`src/hdl/u8d_pkg.sv`:
```
`default_nettype none
package u8d_pkg;

  localparam int unsigned CpWidth = 21;

  localparam logic [CpWidth-1:0] ReplChar = 21'h00FFFD;

  // lead and continuation byte classes
  localparam logic [7:0] ContMask  = 8'hC0;
  localparam logic [7:0] ContCode  = 8'h80;
  localparam logic [7:0] Lead2Mask = 8'hE0;
  localparam logic [7:0] Lead2Code = 8'hC0;
  localparam logic [7:0] Lead3Mask = 8'hF0;
  localparam logic [7:0] Lead3Code = 8'hE0;
  localparam logic [7:0] Lead4Mask = 8'hF8;
  localparam logic [7:0] Lead4Code = 8'hF0;

  // one queued job: a run of replacements, then an optional tail result
  typedef struct packed {
    logic [1:0]         rep_cnt;
    logic               has_tail;
    logic [CpWidth-1:0] tail_cp;
    logic               tail_repl;
  } job_t;

endpackage
`default_nettype wire

```
`src/hdl/utf8_byte_stream_decoder.sv`:
```
`default_nettype none
// channel   | dir | payload                                   | handshake
// s_axis    | in  | tdata[7:0] data_byte, tlast end_of_text   | tvalid/tready
// m_axis    | out | tdata[20:0] code_point, tuser             | tvalid/tready
//           |     | is_replacement, tlast last_of_run         |
//
// one input word is taken per cycle while the job queue has room
// each result word leaves the output register on its own handshake, so a byte that
// causes n results keeps the emitter busy for n result words (n at most 4)
// a byte that completes a code point and no error is written to the job queue
// when it is taken, then loaded into the output register and shown on m_axis
// an end of text with nothing pending causes no word
// reset is asynchronous, active low, and returns the decoder to idle
// m_axis stalls back up through the queue to s_axis_tready_o
module utf8_byte_stream_decoder
  import u8d_pkg::*;
#(
  parameter int unsigned QUEUE_DEPTH = 2
) (
  input  wire logic        clk_i,
  input  wire logic        rst_ni,
  input  wire logic        s_axis_tvalid_i,
  output logic             s_axis_tready_o,
  input  wire logic [7:0]  s_axis_tdata_i,   // [7:0] data_byte
  input  wire logic        s_axis_tlast_i,   // end_of_text
  output logic             m_axis_tvalid_o,
  input  wire logic        m_axis_tready_i,
  output logic [23:0]      m_axis_tdata_o,   // [20:0] code_point, [23:21] zero
  output logic             m_axis_tuser_o,   // is_replacement
  output logic             m_axis_tlast_o    // last_of_run
);

  // front to queue
  logic  take;
  logic  push;
  job_t  push_job;

  // queue to back
  job_t  head_job;
  logic  q_full;
  logic  q_empty;
  logic  pop;

  logic [CpWidth-1:0] code_point;

  // the front keeps the decode state and takes a word whenever the queue
  // has a free slot
  assign s_axis_tready_o = !q_full;
  assign take            = s_axis_tvalid_i && s_axis_tready_o;

  u8d_front u_front (
    .clk_i         (clk_i),
    .rst_ni        (rst_ni),
    .take_i        (take),
    .data_byte_i   (s_axis_tdata_i),
    .end_of_text_i (s_axis_tlast_i),
    .push_o        (push),
    .job_o         (push_job)
  );

  // short job queue decouples byte intake from result emission
  u8d_fifo #(
    .Depth (QUEUE_DEPTH)
  ) u_fifo (
    .clk_i   (clk_i),
    .rst_ni  (rst_ni),
    .push_i  (push),
    .wdata_i (push_job),
    .pop_i   (pop),
    .rdata_o (head_job),
    .full_o  (q_full),
    .empty_o (q_empty)
  );

  // the back expands each job into its replacement run and tail result
  u8d_back u_back (
    .clk_i            (clk_i),
    .rst_ni           (rst_ni),
    .job_i            (head_job),
    .empty_i          (q_empty),
    .pop_o            (pop),
    .out_valid_o      (m_axis_tvalid_o),
    .out_ready_i      (m_axis_tready_i),
    .code_point_o     (code_point),
    .is_replacement_o (m_axis_tuser_o),
    .last_of_run_o    (m_axis_tlast_o)
  );

  assign m_axis_tdata_o = {{(24-CpWidth){1'b0}}, code_point};

endmodule
`default_nettype wire

```
`src/hdl/u8d_front.sv`:
```
`default_nettype none
module u8d_front
  import u8d_pkg::*;
(
  input  wire logic       clk_i,
  input  wire logic       rst_ni,
  input  wire logic       take_i,
  input  wire logic [7:0] data_byte_i,
  input  wire logic       end_of_text_i,
  output logic            push_o,
  output job_t            job_o
);

  logic [1:0]         bytes_expected_q, bytes_expected_d;
  logic [1:0]         bytes_received_q, bytes_received_d;
  logic [CpWidth-1:0] partial_value_q, partial_value_d;

  logic               is_cont;
  logic [1:0]         rcv_inc;
  logic [CpWidth-1:0] pv_shift;
  logic               lead_tail, lead_repl;
  logic [1:0]         lead_exp;
  logic [CpWidth-1:0] lead_pv, lead_cp;
  logic [1:0]         flush_cnt;

  assign is_cont   = (data_byte_i & ContMask) == ContCode;
  assign rcv_inc   = bytes_received_q + 2'd1;
  assign pv_shift  = {partial_value_q[CpWidth-7:0], data_byte_i[5:0]};
  assign flush_cnt = bytes_received_q + 2'd1;

  // lead byte classification
  always_comb begin
    lead_tail = 1'b0;
    lead_repl = 1'b0;
    lead_exp  = 2'd0;
    lead_pv   = '0;
    lead_cp   = ReplChar;
    if (data_byte_i[7] == 1'b0) begin
      lead_tail = 1'b1;
      lead_cp   = {{(CpWidth-8){1'b0}}, data_byte_i};
    end else if ((data_byte_i & Lead2Mask) == Lead2Code) begin
      lead_exp = 2'd1;
      lead_pv  = {{(CpWidth-5){1'b0}}, data_byte_i[4:0]};
    end else if ((data_byte_i & Lead3Mask) == Lead3Code) begin
      lead_exp = 2'd2;
      lead_pv  = {{(CpWidth-4){1'b0}}, data_byte_i[3:0]};
    end else if ((data_byte_i & Lead4Mask) == Lead4Code) begin
      lead_exp = 2'd3;
      lead_pv  = {{(CpWidth-3){1'b0}}, data_byte_i[2:0]};
    end else begin
      lead_tail = 1'b1;
      lead_repl = 1'b1;
    end
  end

  always_comb begin
    bytes_expected_d = bytes_expected_q;
    bytes_received_d = bytes_received_q;
    partial_value_d  = partial_value_q;
    job_o            = '0;
    job_o.tail_cp    = ReplChar;
    if (end_of_text_i) begin
      job_o.rep_cnt    = (bytes_expected_q != 2'd0) ? flush_cnt : 2'd0;
      bytes_expected_d = 2'd0;
      bytes_received_d = 2'd0;
    end else if (bytes_expected_q == 2'd0) begin
      job_o.has_tail   = lead_tail;
      job_o.tail_cp    = lead_cp;
      job_o.tail_repl  = lead_repl;
      bytes_expected_d = lead_exp;
      bytes_received_d = 2'd0;
      partial_value_d  = lead_pv;
    end else if (is_cont) begin
      if (rcv_inc >= bytes_expected_q) begin
        job_o.has_tail   = 1'b1;
        job_o.tail_cp    = pv_shift;
        bytes_expected_d = 2'd0;
        bytes_received_d = 2'd0;
      end else begin
        bytes_received_d = rcv_inc;
        partial_value_d  = pv_shift;
      end
    end else begin
      // abandoned sequence, then the byte starts over as a lead
      job_o.rep_cnt    = flush_cnt;
      job_o.has_tail   = lead_tail;
      job_o.tail_cp    = lead_cp;
      job_o.tail_repl  = lead_repl;
      bytes_expected_d = lead_exp;
      bytes_received_d = 2'd0;
      partial_value_d  = lead_pv;
    end
  end

  assign push_o = take_i && (job_o.has_tail || (job_o.rep_cnt != 2'd0));

  always_ff @(posedge clk_i or negedge rst_ni) begin
    if (!rst_ni) begin
      bytes_expected_q <= 2'd0;
      bytes_received_q <= 2'd0;
      partial_value_q  <= '0;
    end else if (take_i) begin
      bytes_expected_q <= bytes_expected_d;
      bytes_received_q <= bytes_received_d;
      partial_value_q  <= partial_value_d;
    end
  end

  a_rcv_below_exp: assert property (@(posedge clk_i) disable iff (!rst_ni)
    (bytes_expected_q == 2'd0) || (bytes_received_q < bytes_expected_q))
    else $error("received count reached expected count");

endmodule
`default_nettype wire

```
`src/hdl/u8d_fifo.sv`:
```
`default_nettype none
module u8d_fifo
  import u8d_pkg::*;
#(
  parameter int unsigned Depth = 2
) (
  input  wire logic clk_i,
  input  wire logic rst_ni,
  input  wire logic push_i,
  input  wire job_t wdata_i,
  input  wire logic pop_i,
  output job_t      rdata_o,
  output logic      full_o,
  output logic      empty_o
);

  localparam int unsigned AW = (Depth > 1) ? $clog2(Depth) : 1;
  localparam int unsigned CW = $clog2(Depth + 1);

  job_t          mem_q [Depth];
  logic [AW-1:0] wr_ptr_q, wr_ptr_d;
  logic [AW-1:0] rd_ptr_q, rd_ptr_d;
  logic [CW-1:0] cnt_q, cnt_d;

  assign full_o  = cnt_q == CW'(Depth);
  assign empty_o = cnt_q == '0;
  assign rdata_o = mem_q[rd_ptr_q];

  always_comb begin
    wr_ptr_d = wr_ptr_q;
    rd_ptr_d = rd_ptr_q;
    cnt_d    = cnt_q;
    if (push_i) begin
      wr_ptr_d = (wr_ptr_q == AW'(Depth - 1)) ? '0 : wr_ptr_q + AW'(1);
    end
    if (pop_i) begin
      rd_ptr_d = (rd_ptr_q == AW'(Depth - 1)) ? '0 : rd_ptr_q + AW'(1);
    end
    if (push_i && !pop_i) begin
      cnt_d = cnt_q + CW'(1);
    end else if (pop_i && !push_i) begin
      cnt_d = cnt_q - CW'(1);
    end
  end

  always_ff @(posedge clk_i or negedge rst_ni) begin
    if (!rst_ni) begin
      wr_ptr_q <= '0;
      rd_ptr_q <= '0;
      cnt_q    <= '0;
    end else begin
      wr_ptr_q <= wr_ptr_d;
      rd_ptr_q <= rd_ptr_d;
      cnt_q    <= cnt_d;
    end
  end

  always_ff @(posedge clk_i) begin
    if (push_i) begin
      mem_q[wr_ptr_q] <= wdata_i;
    end
  end

  a_no_overflow: assert property (@(posedge clk_i) disable iff (!rst_ni)
    push_i |-> !full_o)
    else $error("push into full queue");

  a_no_underflow: assert property (@(posedge clk_i) disable iff (!rst_ni)
    pop_i |-> !empty_o)
    else $error("pop from empty queue");

endmodule
`default_nettype wire

```
`src/hdl/u8d_back.sv`:
```
`default_nettype none
module u8d_back
  import u8d_pkg::*;
(
  input  wire logic        clk_i,
  input  wire logic        rst_ni,
  input  wire job_t        job_i,
  input  wire logic        empty_i,
  output logic             pop_o,
  output logic             out_valid_o,
  input  wire logic        out_ready_i,
  output logic [CpWidth-1:0] code_point_o,
  output logic             is_replacement_o,
  output logic             last_of_run_o
);

  logic [1:0]         idx_q, idx_d;
  logic               valid_q, valid_d;
  logic [CpWidth-1:0] cp_q, cp_d;
  logic               repl_q, repl_d;
  logic               last_q, last_d;
  logic               load;
  logic [2:0]         total;
  logic               is_last;

  assign load    = (!valid_q || out_ready_i) && !empty_i;
  assign total   = {1'b0, job_i.rep_cnt} + {2'b00, job_i.has_tail};
  assign is_last = ({1'b0, idx_q} + 3'd1) == total;
  assign pop_o   = load && is_last;

  always_comb begin
    idx_d   = idx_q;
    valid_d = valid_q && !out_ready_i;
    cp_d    = cp_q;
    repl_d  = repl_q;
    last_d  = last_q;
    if (load) begin
      valid_d = 1'b1;
      last_d  = is_last;
      idx_d   = is_last ? 2'd0 : idx_q + 2'd1;
      if (idx_q < job_i.rep_cnt) begin
        cp_d   = ReplChar;
        repl_d = 1'b1;
      end else begin
        cp_d   = job_i.tail_cp;
        repl_d = job_i.tail_repl;
      end
    end
  end

  always_ff @(posedge clk_i or negedge rst_ni) begin
    if (!rst_ni) begin
      idx_q   <= 2'd0;
      valid_q <= 1'b0;
    end else begin
      idx_q   <= idx_d;
      valid_q <= valid_d;
    end
  end

  always_ff @(posedge clk_i) begin
    cp_q   <= cp_d;
    repl_q <= repl_d;
    last_q <= last_d;
  end

  assign out_valid_o      = valid_q;
  assign code_point_o     = cp_q;
  assign is_replacement_o = repl_q;
  assign last_of_run_o    = last_q;

  a_pop_gives_last: assert property (@(posedge clk_i) disable iff (!rst_ni)
    pop_o |=> (out_valid_o && last_of_run_o))
    else $error("job retired without a closing result");

  a_idx_zero_after_pop: assert property (@(posedge clk_i) disable iff (!rst_ni)
    pop_o |=> (idx_q == 2'd0))
    else $error("result index not cleared at job end");

endmodule
`default_nettype wire

```
`config.mk`:
```
export PLATFORM = sky130hd
export DESIGN_NAME = utf8_byte_stream_decoder
export DESIGN_NICKNAME = d
export VERILOG_FILES = /design/src/hdl/u8d_pkg.sv /design/src/hdl/utf8_byte_stream_decoder.sv /design/src/hdl/u8d_front.sv /design/src/hdl/u8d_fifo.sv /design/src/hdl/u8d_back.sv
export SDC_FILE = /design/constraint.sdc
export NUM_CORES = 1
export LEC_CHECK = 0
export BUFFER_PORTS_ARGS = -buffer_cell sky130_fd_sc_hd__buf_2
export CORE_MARGIN = 10
export CORE_UTILIZATION = 45
export CTS_CLUSTER_DIAMETER = 60
export DETAILED_ROUTE_END_ITERATION = 6
export PLACE_DENSITY = 0.66
export RECOVER_POWER = 25
export REMOVE_ABC_BUFFERS = 1
export SETUP_SLACK_MARGIN = 0.15
export SLEW_MARGIN = 20
export SYNTH_ARGS = -nofsm -noshare
export SYNTH_HDL_FRONTEND = slang
export SYNTH_SLANG_ARGS = --single-unit
```
`constraint.sdc`:
```
create_clock -name clk_i -period 3.65 [get_ports clk_i]
set_input_delay 0 -clock clk_i [delete_from_list [all_inputs] [get_ports clk_i]]
set_output_delay 0 -clock clk_i [all_outputs]
set_load 0.02 [all_outputs]
```
==> reports/results.tsv, run 1 <==
stage	metric	value	unit
global_route	grt_util_all_layers	11.0	%
placement	dp_hpwl	4800	um
critical_path	critPathSlowestCell	dfrtp_1	
critical_path	rrSetupSlack	0.91	ns
synth	ys_seq_area_share	68.0	%
die	fp.dieW	116	um
detailed_routing	drc_errors	0	
critical_path	path_class	reg -> reg	
sta	rsz0062_at_grt	false	
synth	yosys_most_used_dff	edfxtp_1	
critical_path	cp.arrival	3.01	ns
critical_path	r2r-start	u_fifo.rd_ptr_q$_DFFE_PN0P_	
critical_path	crit_family	adder cells	
sta	skew	0.00980	ns
placement	placed_cell_area	4460	um2
global_route	antenna_found_initial	0	
critical_path	crit_start	u_fifo.rd_ptr_q$_DFFE_PN0P_	
critical_path	endpoint_kind	flop	
synth	synth_edf_count	73	
synth	synth_most_common_cell	edfxtp_1	
die	die_h	116	um
clock_network	post_cts_buffers	0	
synth	synth_top_area_cell	edfxtp_1	
clock_network	clkSinkCount	99	
hold_path	min-delay-start	s_axis_tdata_i[7]	
placement	gp_congestion	0.815	
die	coreArea	9150	um2
layout	syn_to_final_growth	12.5	%
die	ios	41	
hold_path	hold_class	in -> reg	
critical_path	cp.required	3.92	ns
run_status	status	finished clean	
synth	synth_common_cells	edfxtp_1, nand2_1, dfrtp_1	
clock_network	cts_tree	yes	
synth	ys_seq_elements	99	
critical_path	slowest_delay	0.45	ns
clock_network	cts_made_buffers	9	
detailed_routing	wirelength	7070	um
clock_network	ctsHtreeMaxLevel	3	
critical_path	worstPathCellList	mux2_2 > ha_1 > ha_1 > xor2_1 > nor3_1 > nand2_1 > ha_1 > xor2_1 > nor2_1 > xor2_1	
sta	worst_pin_slew	1.45	ns
synth	synthCells	298	
synth	yosysWarnings	0	
critical_path	reg2regPathDepth	10	
power	cellPowerDensity	706	nW/um2
job	drv_cap	0	
layout	final_cell_area	4700	um2
sta	relSlewSlack	3.41	%
critical_path	worstPathMaxFanout	5	
synth	async_flop_share	26.3	%
detailed_routing	viasPerCell	5.07	
synth	synth_top_area_share	52.4	%
synth	synth_area_leaders	edfxtp_1, dfrtp_1, mux2i_1, nand2_1, ha_1	
layout	drive_gt1_share	13.4	%
placement	portBuffers	37	
critical_path	r2r_end	u_fifo.cnt_q[1]$_DFFE_PN0P_	
detailed_routing	drt_iter0_markers	98	
critical_path	start_kind	flop	
sta	period_minus_slack	2.74	ns
layout	fin_nets	367	
sta	finalCritPeriodShare	75.1	%
synth	synth_cell_types	46	
clock_network	insertion_delay	0.35	ns
critical_path	path_buf_inv	0	
detailed_routing	drtAntennaViolNets	0	
global_route	grt_max_degree	27	
detailed_routing	firstDrtPassIters	4	
detailed_routing	vias	2347	
sta	maxSlewViolCount	0	
sta	hold_viol	0	
clock_network	cts_buffer_depth	2	
global_route	grt_pass1_vias	2344	
sta	setup_violations	0	
die	die_area	13500	um2
clock_network	cts-root-buf	clkbuf_8	
power	ir_drop	0.351	mV
global_route	grt_remaining_overflow	0	
die	rows	35	
global_route	grt_pass1_wl	11500	um
layout	diodes	0	
detailed_routing	post_drt_wl_per_cell	15.3	um
sta	fmax	365	MHz
synth	postSynthAreaPerCell	14.0	um2
die	initial_utilization	45.7	%
power	p_leak	0.00179	uW
synth	synth.cell_area	4180	um2
sta	setup_tns	0	ns
critical_path	endpoint	u_fifo.cnt_q[1]$_DFFE_PN0P_	
critical_path	cp.depth	10	
clock_network	clk_pin_slew_worst_paths	0.10	ns
==> power by group <==
part | internal, uW | leakage (uW) | total (uW) | switching [uW]
Combinational | 330 | 0.000697 | 995 | 665
Sequential | 1530 | 0.000998 | 1630 | 93.5
Clock | 322 | 0.0000979 | 703 | 381
==> metrics by stage <==
step           hold slack [ns]  total power, uW  cells  util [%]  worst slack [ns]
2_1_floorplan           -0.296             2380    288         -             0.475
3_3_place_gp            0.0430             2670    439      48.7             0.995
3_5_place_dp            0.0469             2700    439      48.7             0.914
4_1_cts                 0.0570             3410    463      51.8             0.889
5_1_grt                 0.0734             3540    463      51.4             0.712
6_report                0.0772             3320    463      51.4             0.910
==> worst reg2reg max path, cell delays in order, from the launching register on <==
cell	delay, ns
dfrtp_1	0.45
mux2_2	0.37
ha_1	0.20
ha_1	0.28
xor2_1	0.16
nor3_1	0.36
nand2_1	0.16
ha_1	0.25
xor2_1	0.14
nor2_1	0.11
xor2_1	0.17
==> layer usage <==
layer  track usage, %  share of wire, %  up-vias
li1                 -                 -     1162
met1             13.7                47     1133
met2             17.2                46       41
met3             2.62               4.1       11
met4             6.34               2.3        0
met5                0                 0        -
==> placed cells by master (no fill, tap or decap), types with 9 or more instances in the layout <==
cell type,n
buf_2,12
clkbuf_1,25
clkbuf_8,9
dfrtp_1,26
edfxtp_1,73
mux2i_1,23
nand2_1,49
nand2b_1,10
nor2_1,12
o21ai_0,12
==> state kept, by name, indices dropped and copies added, names as in the netlist <==
signal,cells
u_back.code_point_o,21
u_back.idx_q,2
u_back.is_replacement_o,1
u_back.last_of_run_o,1
u_back.out_valid_o,1
u_fifo.cnt_q,2
u_fifo.mem_q,50
u_fifo.rd_ptr_q,1
u_fifo.wr_ptr_q,1
u_front.bytes_expected_q,2
u_front.bytes_received_q,2
u_front.partial_value_q,15
==> how the worst min path moves through the flow <==
stage                                              to  cells after the start
2_1_floorplan             u_back.idx_q[0]$_DFFE_PN0P_                      0
3_3_place_gp              u_fifo.wr_ptr_q$_DFFE_PN0P_                      1
3_5_place_dp             u_back.out_valid_o$_DFF_PN0_                      1
4_1_cts                 u_fifo.mem_q[1][22]$_DFFE_PP_                      2
5_1_grt                 u_fifo.mem_q[0][22]$_DFFE_PP_                      2
6_report       u_front.partial_value_q[4]$_DFFE_PN0P_                      3
==> cell families (layout without fill, tap and decap cells) <==
kind of cell	after synthesis	after routing	share of synthesized area [%]
buf+inv	18	70	2.27
compound gates	42	42	7.72
simple gates	95	95	11.2
flops	99	99	68.0
xor+xnor	9	9	2.07
mux	27	27	6.58
fa+ha+maj	7	7	2.10
other cells	1	3	0.0897
==> cell type report <==
| cell class | count | area (um2) |
|---|---|---|
| clock buffers | 9 | 124 |
| fillers | 804 | 4450 |
| clock inverters | 7 | 76.3 |
| multi-input cells | 183 | 1240 |
| flip-flops and latches | 99 | 2840 |
| repair buffers | 48 | 256 |
| inverters | 6 | 22.5 |
| well taps | 111 | 139 |
==> timing repair <==
action	4_1_cts	5_1_grt
hold buffers	8	0
gates resized for setup	0	0
hold endpoints to repair	43	0
No activity file was read; power rests on OpenSTA's default activity.
==> run 2, diff against run 1 <==
==> constraint.sdc (replaced) <==
create_clock -name clk_i -period 2.57 [get_ports clk_i]
set_input_delay 0 -clock clk_i [delete_from_list [all_inputs] [get_ports clk_i]]
set_output_delay 0 -clock clk_i [all_outputs]
set_load 0.02 [all_outputs]
==> run 2 against run 1 <==
Against the previous run: total power grew 47%; hold slack gained 0.0048 ns; clock-buffer cell count grew 2; core utilization grew 2.0 points; largest power group unchanged; fmax grew 16%; register-to-register slack lost 0.69 ns; cell area grew 3.9%; die area is the same.
==> reports/results.tsv, run 2 (synthesis gave the netlist of run 1 again) <==
stage	metric	value	unit
clock_network	cts-root-buf	clkbuf_8	
sta	maxSlewViolCount	0	
clock_network	cts_tree	yes	
power	cellPowerDensity	998	nW/um2
critical_path	rrSetupSlack	0.22	ns
detailed_routing	wl_met3	357	um
die	coreArea	9150	um2
clock_network	clk_pin_slew_worst_paths	0.10	ns
clock_network	ctsHtreeMaxLevel	3	
detailed_routing	post_drt_wl_per_cell	16.3	um
die	ios	41	
critical_path	cp.required	2.83	ns
critical_path	endpoint_kind	flop	
detailed_routing	vias	2416	
layout	final_common_cell	edfxtp_1	
detailed_routing	drtAntennaViolNets	0	
placement	dpl.cell_count	444	
sta	relSlewSlack	0.667	%
placement	gp_congestion	0.829	
clock_network	cts_made_buffers	9	
detailed_routing	firstDrtPassIters	4	
sta	worst_pin_slew	1.49	ns
layout	multiInputGateArea	1320	um2
global_route	grt_pass1_wl	12000	um
layout	nFillCells	776	
sta	skew	0.0114	ns
sta	rsz0062_at_grt	false	
job	drv_cap	0	
critical_path	path_class	reg -> reg	
detailed_routing	drc_errors	0	
critical_path	worstPathMaxFanout	7	
sta	fmax	425	MHz
run_status	status	finished clean	
die	die_area	13500	um2
critical_path	crit_family	compound AO/OA/AOI/OAI gates	
power	p_leak	0.00184	uW
critical_path	r2r_end	u_fifo.cnt_q[1]$_DFFE_PN0P_	
layout	largest_reg_flops	50	
power	power	4880	uW
sta	fin_ws	0.217	ns
die	initial_utilization	45.7	%
layout	regMostFlops	u_fifo.mem_q	
global_route	grt_remaining_overflow	0	
sta	setup_violations	0	
detailed_routing	viasPerCell	5.09	
power	ir_drop	0.490	mV
critical_path	r2r-start	u_front.bytes_received_q[1]$_DFFE_PN0P_	
hold_path	hold_class	in -> reg	
clock_network	clkSinkCount	99	
layout	fin_nets	379	
detailed_routing	routed-wl-met2	3820	um
sta	hold_viol	0	
die	rows	35	
layout	final_cells	475	
critical_path	critPathSlowestCell	dfrtp_1	
detailed_routing	wirelength	7740	um
layout	final_cell_area	4890	um2
detailed_routing	wl_met1	3430	um
placement	dpl_worst_slack	0.0262	ns
placement	dp_hpwl	5020	um
layout	seqCellArea	2850	um2
critical_path	worstPathCellList	xnor2_2 > inv_2 > ha_4 > a21oi_4 > o21a_2 > o31ai_4 > buf_4 > ha_4 > xor2_1 > nor2_2 > xor2_1	
global_route	antenna_found_initial	0	
die	fp.dieW	116	um
critical_path	cp.depth	11	
clock_network	cts_buffer_depth	2	
layout	drive_gt1_share	19.8	%
clock_network	insertion_delay	0.36	ns
layout	syn_to_final_growth	17.0	%
global_route	grt_util_all_layers	11.4	%
die	die_h	116	um
detailed_routing	drt_iter0_markers	82	
sta	finalCritPeriodShare	91.6	%
critical_path	crit_start	u_front.bytes_received_q[1]$_DFFE_PN0P_	
global_route	grt_max_degree	27	
sta	hold_ws	0.0819	ns
placement	portBuffers	37	
global_route	grt_pass1_vias	2424	
critical_path	reg2regPathDepth	11	
placement	placed_cell_area	4520	um2
layout	diodes	0	
critical_path	endpoint	u_fifo.cnt_q[1]$_DFFE_PN0P_	
detailed_routing	top_layer	met4	
layout	final_cell_mix	edfxtp_1, nand2_1, clkbuf_1	
critical_path	path_buf_inv	2	
critical_path	start_kind	flop	
critical_path	cp.arrival	2.61	ns
sta	period_minus_slack	2.35	ns
critical_path	slowest_delay	0.44	ns
## run 2: report_power, final
| group | total (uW) | internal (uW) | switching (uW) |
|---|---|---|---|
| clock | 886 | 356 | 530 |
| combinational | 1680 | 642 | 1040 |
| sequential | 2310 | 2170 | 135 |
## run 2: worst min-delay path: stages
cell	delay [ns]
buf_2	0.21
nand3_1	0.13
o21ai_1	0.06
## run 2: routing by layer
metal	vias to the layer above	GRT usage, %
li1	1189	-
met1	1175	14.1
met2	40	18.6
met3	12	2.47
met4	0	5.84
met5	-	0
## run 2: repair_timing
action	in CTS	in global routing
pin swaps	1	8
cloned	0	1
gates resized for setup	4	12
endpoints found under the hold margin	41	0
endpoints found under the setup margin	29	69
setup buffers	3	3
hold buffers	8	0
## run 2: stage by stage
step,TNS (ns),util (%)
2_1_floorplan,-2.39,-
3_3_place_gp,0,49.4
3_5_place_dp,0,49.4
4_1_cts,0,52.6
5_1_grt,0,53.4
6_report,0,53.4
## run 2: worst min path at each step
| stage | startpoint | to | slack, ns | cells past startpoint |
|---|---|---|---|---|
| floorplan | rst_ni | u_back.idx_q[0]$_DFFE_PN0P_ | -0.30 | 0 |
| global placement | rst_ni | u_fifo.wr_ptr_q$_DFFE_PN0P_ | 0.04 | 1 |
| detailed placement | rst_ni | u_fifo.wr_ptr_q$_DFFE_PN0P_ | 0.05 | 1 |
| CTS | s_axis_tdata_i[7] | u_front.partial_value_q[3]$_DFFE_PN0P_ | 0.06 | 3 |
| global route | s_axis_tlast_i | u_fifo.mem_q[0][22]$_DFFE_PP_ | 0.08 | 2 |
| finish | s_axis_tdata_i[7] | u_front.partial_value_q[3]$_DFFE_PN0P_ | 0.08 | 3 |
## run 2: layout make-up
class,instances,share of cell area (%)
Multi-Input combinational cell,183,27.1
Timing Repair Buffer,60,7.96
Clock inverter,5,0.793
Clock buffer,11,2.69
Inverter,6,0.461
Sequential cell,99,58.2
Tap cell,111,2.84
==> run 3, diff against run 2 <==
--- a/config.mk
+++ b/config.mk
@@ -13,7 +13,7 @@
 export PLACE_DENSITY = 0.66
 export RECOVER_POWER = 25
 export REMOVE_ABC_BUFFERS = 1
-export SETUP_SLACK_MARGIN = 0.15
+export SETUP_SLACK_MARGIN = 0.4
 export SLEW_MARGIN = 20
 export SYNTH_ARGS = -nofsm -noshare
 export SYNTH_HDL_FRONTEND = slang
==> run 3 against run 2 <==
Against the previous run: largest cell class unchanged; flip-flop and latch count did not move; sequential power barely moved; largest power group unchanged; non-clock buffer count rose by 12.
==> reports/results.tsv, run 3 (synthesis gave the netlist of run 1 again) <==
stage	metric	value	unit
global_route	gr-usage-met3	3.03	%
detailed_routing	vias	2545	
layout	drive_gt1_share	22.8	%
run_status	status	finished clean	
placement	portBuffers	37	
global_route	grt_remaining_overflow	0	
clock_network	clk_pin_slew_worst_paths	0.10	ns
critical_path	start_kind	flop	
power	cellPowerDensity	988	nW/um2
power	switching_share	35.1	%
clock_network	cts_made_buffers	9	
layout	final_cells	488	
sta	worst_pin_slew	1.46	ns
critical_path	critPathSlowestCell	dfrtp_2	
die	fp.dieW	116	um
critical_path	worstPathCellList	mux2_4 > ha_4 > ha_4 > xor2_2 > nor3_2 > nand2_2 > ha_4 > xor2_1 > nor2_1 > xor2_1	
sta	finalCritPeriodShare	91.1	%
sta	setup_violations	0	
critical_path	cpMostUsedCell	ha_4	
detailed_routing	drc_errors	0	
clock_network	insertion_delay	0.36	ns
layout	regMostFlops	u_fifo.mem_q	
hold_path	hold_class	in -> reg	
sta	relSlewSlack	2.43	%
die	coreArea	9150	um2
critical_path	cp.arrival	2.63	ns
detailed_routing	viasPerCell	5.22	
critical_path	crit_start	u_fifo.rd_ptr_q$_DFFE_PN0P_	
sta	rsz0062_at_grt	true	
critical_path	path_buf_inv	0	
sta	period_minus_slack	2.34	ns
critical_path	slowest_delay	0.46	ns
global_route	antenna_found_initial	0	
detailed_routing	firstDrtPassIters	4	
global_route	grt_pass1_wl	12700	um
power	p_leak	0.00194	uW
sta	hold_viol	0	
global_route	grt_util_met2	20.1	%
die	die_area	13500	um2
layout	syn_to_final_growth	22.0	%
sta	fin_ws	0.228	ns
clock_network	cts_buffer_depth	2	
layout	fin_nets	392	
layout	final_cell_area	5100	um2
job	drv_cap	0	
global_route	grt_pass1_vias	2523	
sta	maxSlewViolCount	0	
detailed_routing	wirelength	8410	um
die	ios	41	
critical_path	worstPathMaxFanout	4	
critical_path	endpoint_kind	flop	
layout	final_common_cell	edfxtp_1	
critical_path	path_class	reg -> reg	
critical_path	crit_family	adder cells	
layout	nFillCells	735	
sta	skew	0.0128	ns
detailed_routing	drt_iter0_markers	123	
critical_path	r2r-start	u_fifo.rd_ptr_q$_DFFE_PN0P_	
die	die_h	116	um
power	switchingPower	1770	uW
critical_path	cp.required	2.86	ns
global_route	grt_util_all_layers	12.2	%
detailed_routing	post_drt_wl_per_cell	17.2	um
placement	dp_hpwl	5020	um
die	initial_utilization	45.7	%
global_route	grtUsageMet1	14.8	%
power	power	5040	uW
sta	fmax	427	MHz
global_route	top_usage_layer	met2	
power	p_clk_share	17.7	%
die	rows	35	
clock_network	cts-root-buf	clkbuf_8	
placement	dpl.cell_count	444	
power	p_seq_share	45.9	%
clock_network	clkSinkCount	99	
detailed_routing	drtAntennaViolNets	0	
placement	dpl_worst_slack	0.0262	ns
layout	largest_reg_flops	50	
power	combPwrFrac	36.3	%
placement	placed_cell_area	4520	um2
clock_network	cts_tree	yes	
placement	gp_congestion	0.829	
power	ir_drop	0.489	mV
clock_network	ctsHtreeMaxLevel	3	
layout	final_cell_mix	edfxtp_1, nand2_1, clkbuf_1	
layout	diodes	0	
global_route	grt_max_degree	27	
power	p_int	3270	uW
sta	setup_tns	0	ns
hold_path	min-delay-start	s_axis_tdata_i[7]	
## run 3: changes by cell type in the layout (fill, tap and decap cells not counted), sizes merged
cell and change:
buf +11, a21oi +1, clkbuf +1
## run 3: what timing repair did
item,CTS,global route
buffers inserted,11,3
gates cloned,3,3
endpoints found under the hold margin,41,0
hold buffers,8,0
pin swaps,5,12
setup endpoints to repair,83,61
gates resized for setup,13,11
## run 3: worst paths after layout
path                                                      endpoint  cells past startpoint  slack (ns)
setup reg to reg                       u_fifo.cnt_q[1]$_DFFE_PN0P_                     10        0.23
setup / recovery                       u_fifo.cnt_q[1]$_DFFE_PN0P_                     10        0.23
hold / removal              u_front.partial_value_q[3]$_DFFE_PN0P_                      3        0.11
max in group asynchronous  u_front.bytes_received_q[0]$_DFFE_PN0P_                      2        1.09
min in group asynchronous             u_back.out_valid_o$_DFF_PN0_                      2        0.51
hold reg to reg             u_front.partial_value_q[1]$_DFFE_PN0P_                      2        0.50
## run 3: worst reg2reg max path, stage by stage (launching register included)
cell and delay, ns:
dfrtp_2 0.46, mux2_4 0.33, ha_4 0.17, ha_4 0.23, xor2_2 0.15, nor3_2 0.22, nand2_2 0.12, ha_4 0.18
xor2_1 0.13, nor2_1 0.14, xor2_1 0.15
## run 3: power groups by stage
stage / Sequential [uW] / Combinational (uW) / Clock [uW]
CTS: 2300 / 1760 / 910
finish: 2310 / 1830 / 892
global route: 2350 / 2000 / 981
global placement: 2330 / 1540 / 0
floorplan: 2610 / 769 / 0
detailed placement: 2340 / 1590 / 0
## run 3: per-layer routing
metal / vias up / share of wire (%)
met5: - / 0
met2: 64 / 49
met4: 0 / 2.2
met3: 15 / 4.4
li1: 1211 / -
met1: 1255 / 44
## run 3: stage by stage
stage                     hold WS (ns)  utilization, %
after detailed placement        0.0469            49.4
final                            0.114            55.7
after global placement          0.0409            49.4
after global routing             0.112            55.7
after floorplan                 -0.296               -
after CTS                       0.0788            54.6
## run 3: final cells by class
| type | instances | area (um2) | area share, % |
|---|---|---|---|
| clock inverters | 5 | 38.8 | 0.761 |
| repair buffers | 72 | 557 | 10.9 |
| multi-input cells | 184 | 1370 | 26.8 |
| well taps | 111 | 139 | 2.72 |
| flip-flops and latches | 99 | 2850 | 55.8 |
| inverters | 6 | 22.5 | 0.442 |
| clock buffers | 11 | 131 | 2.58 |
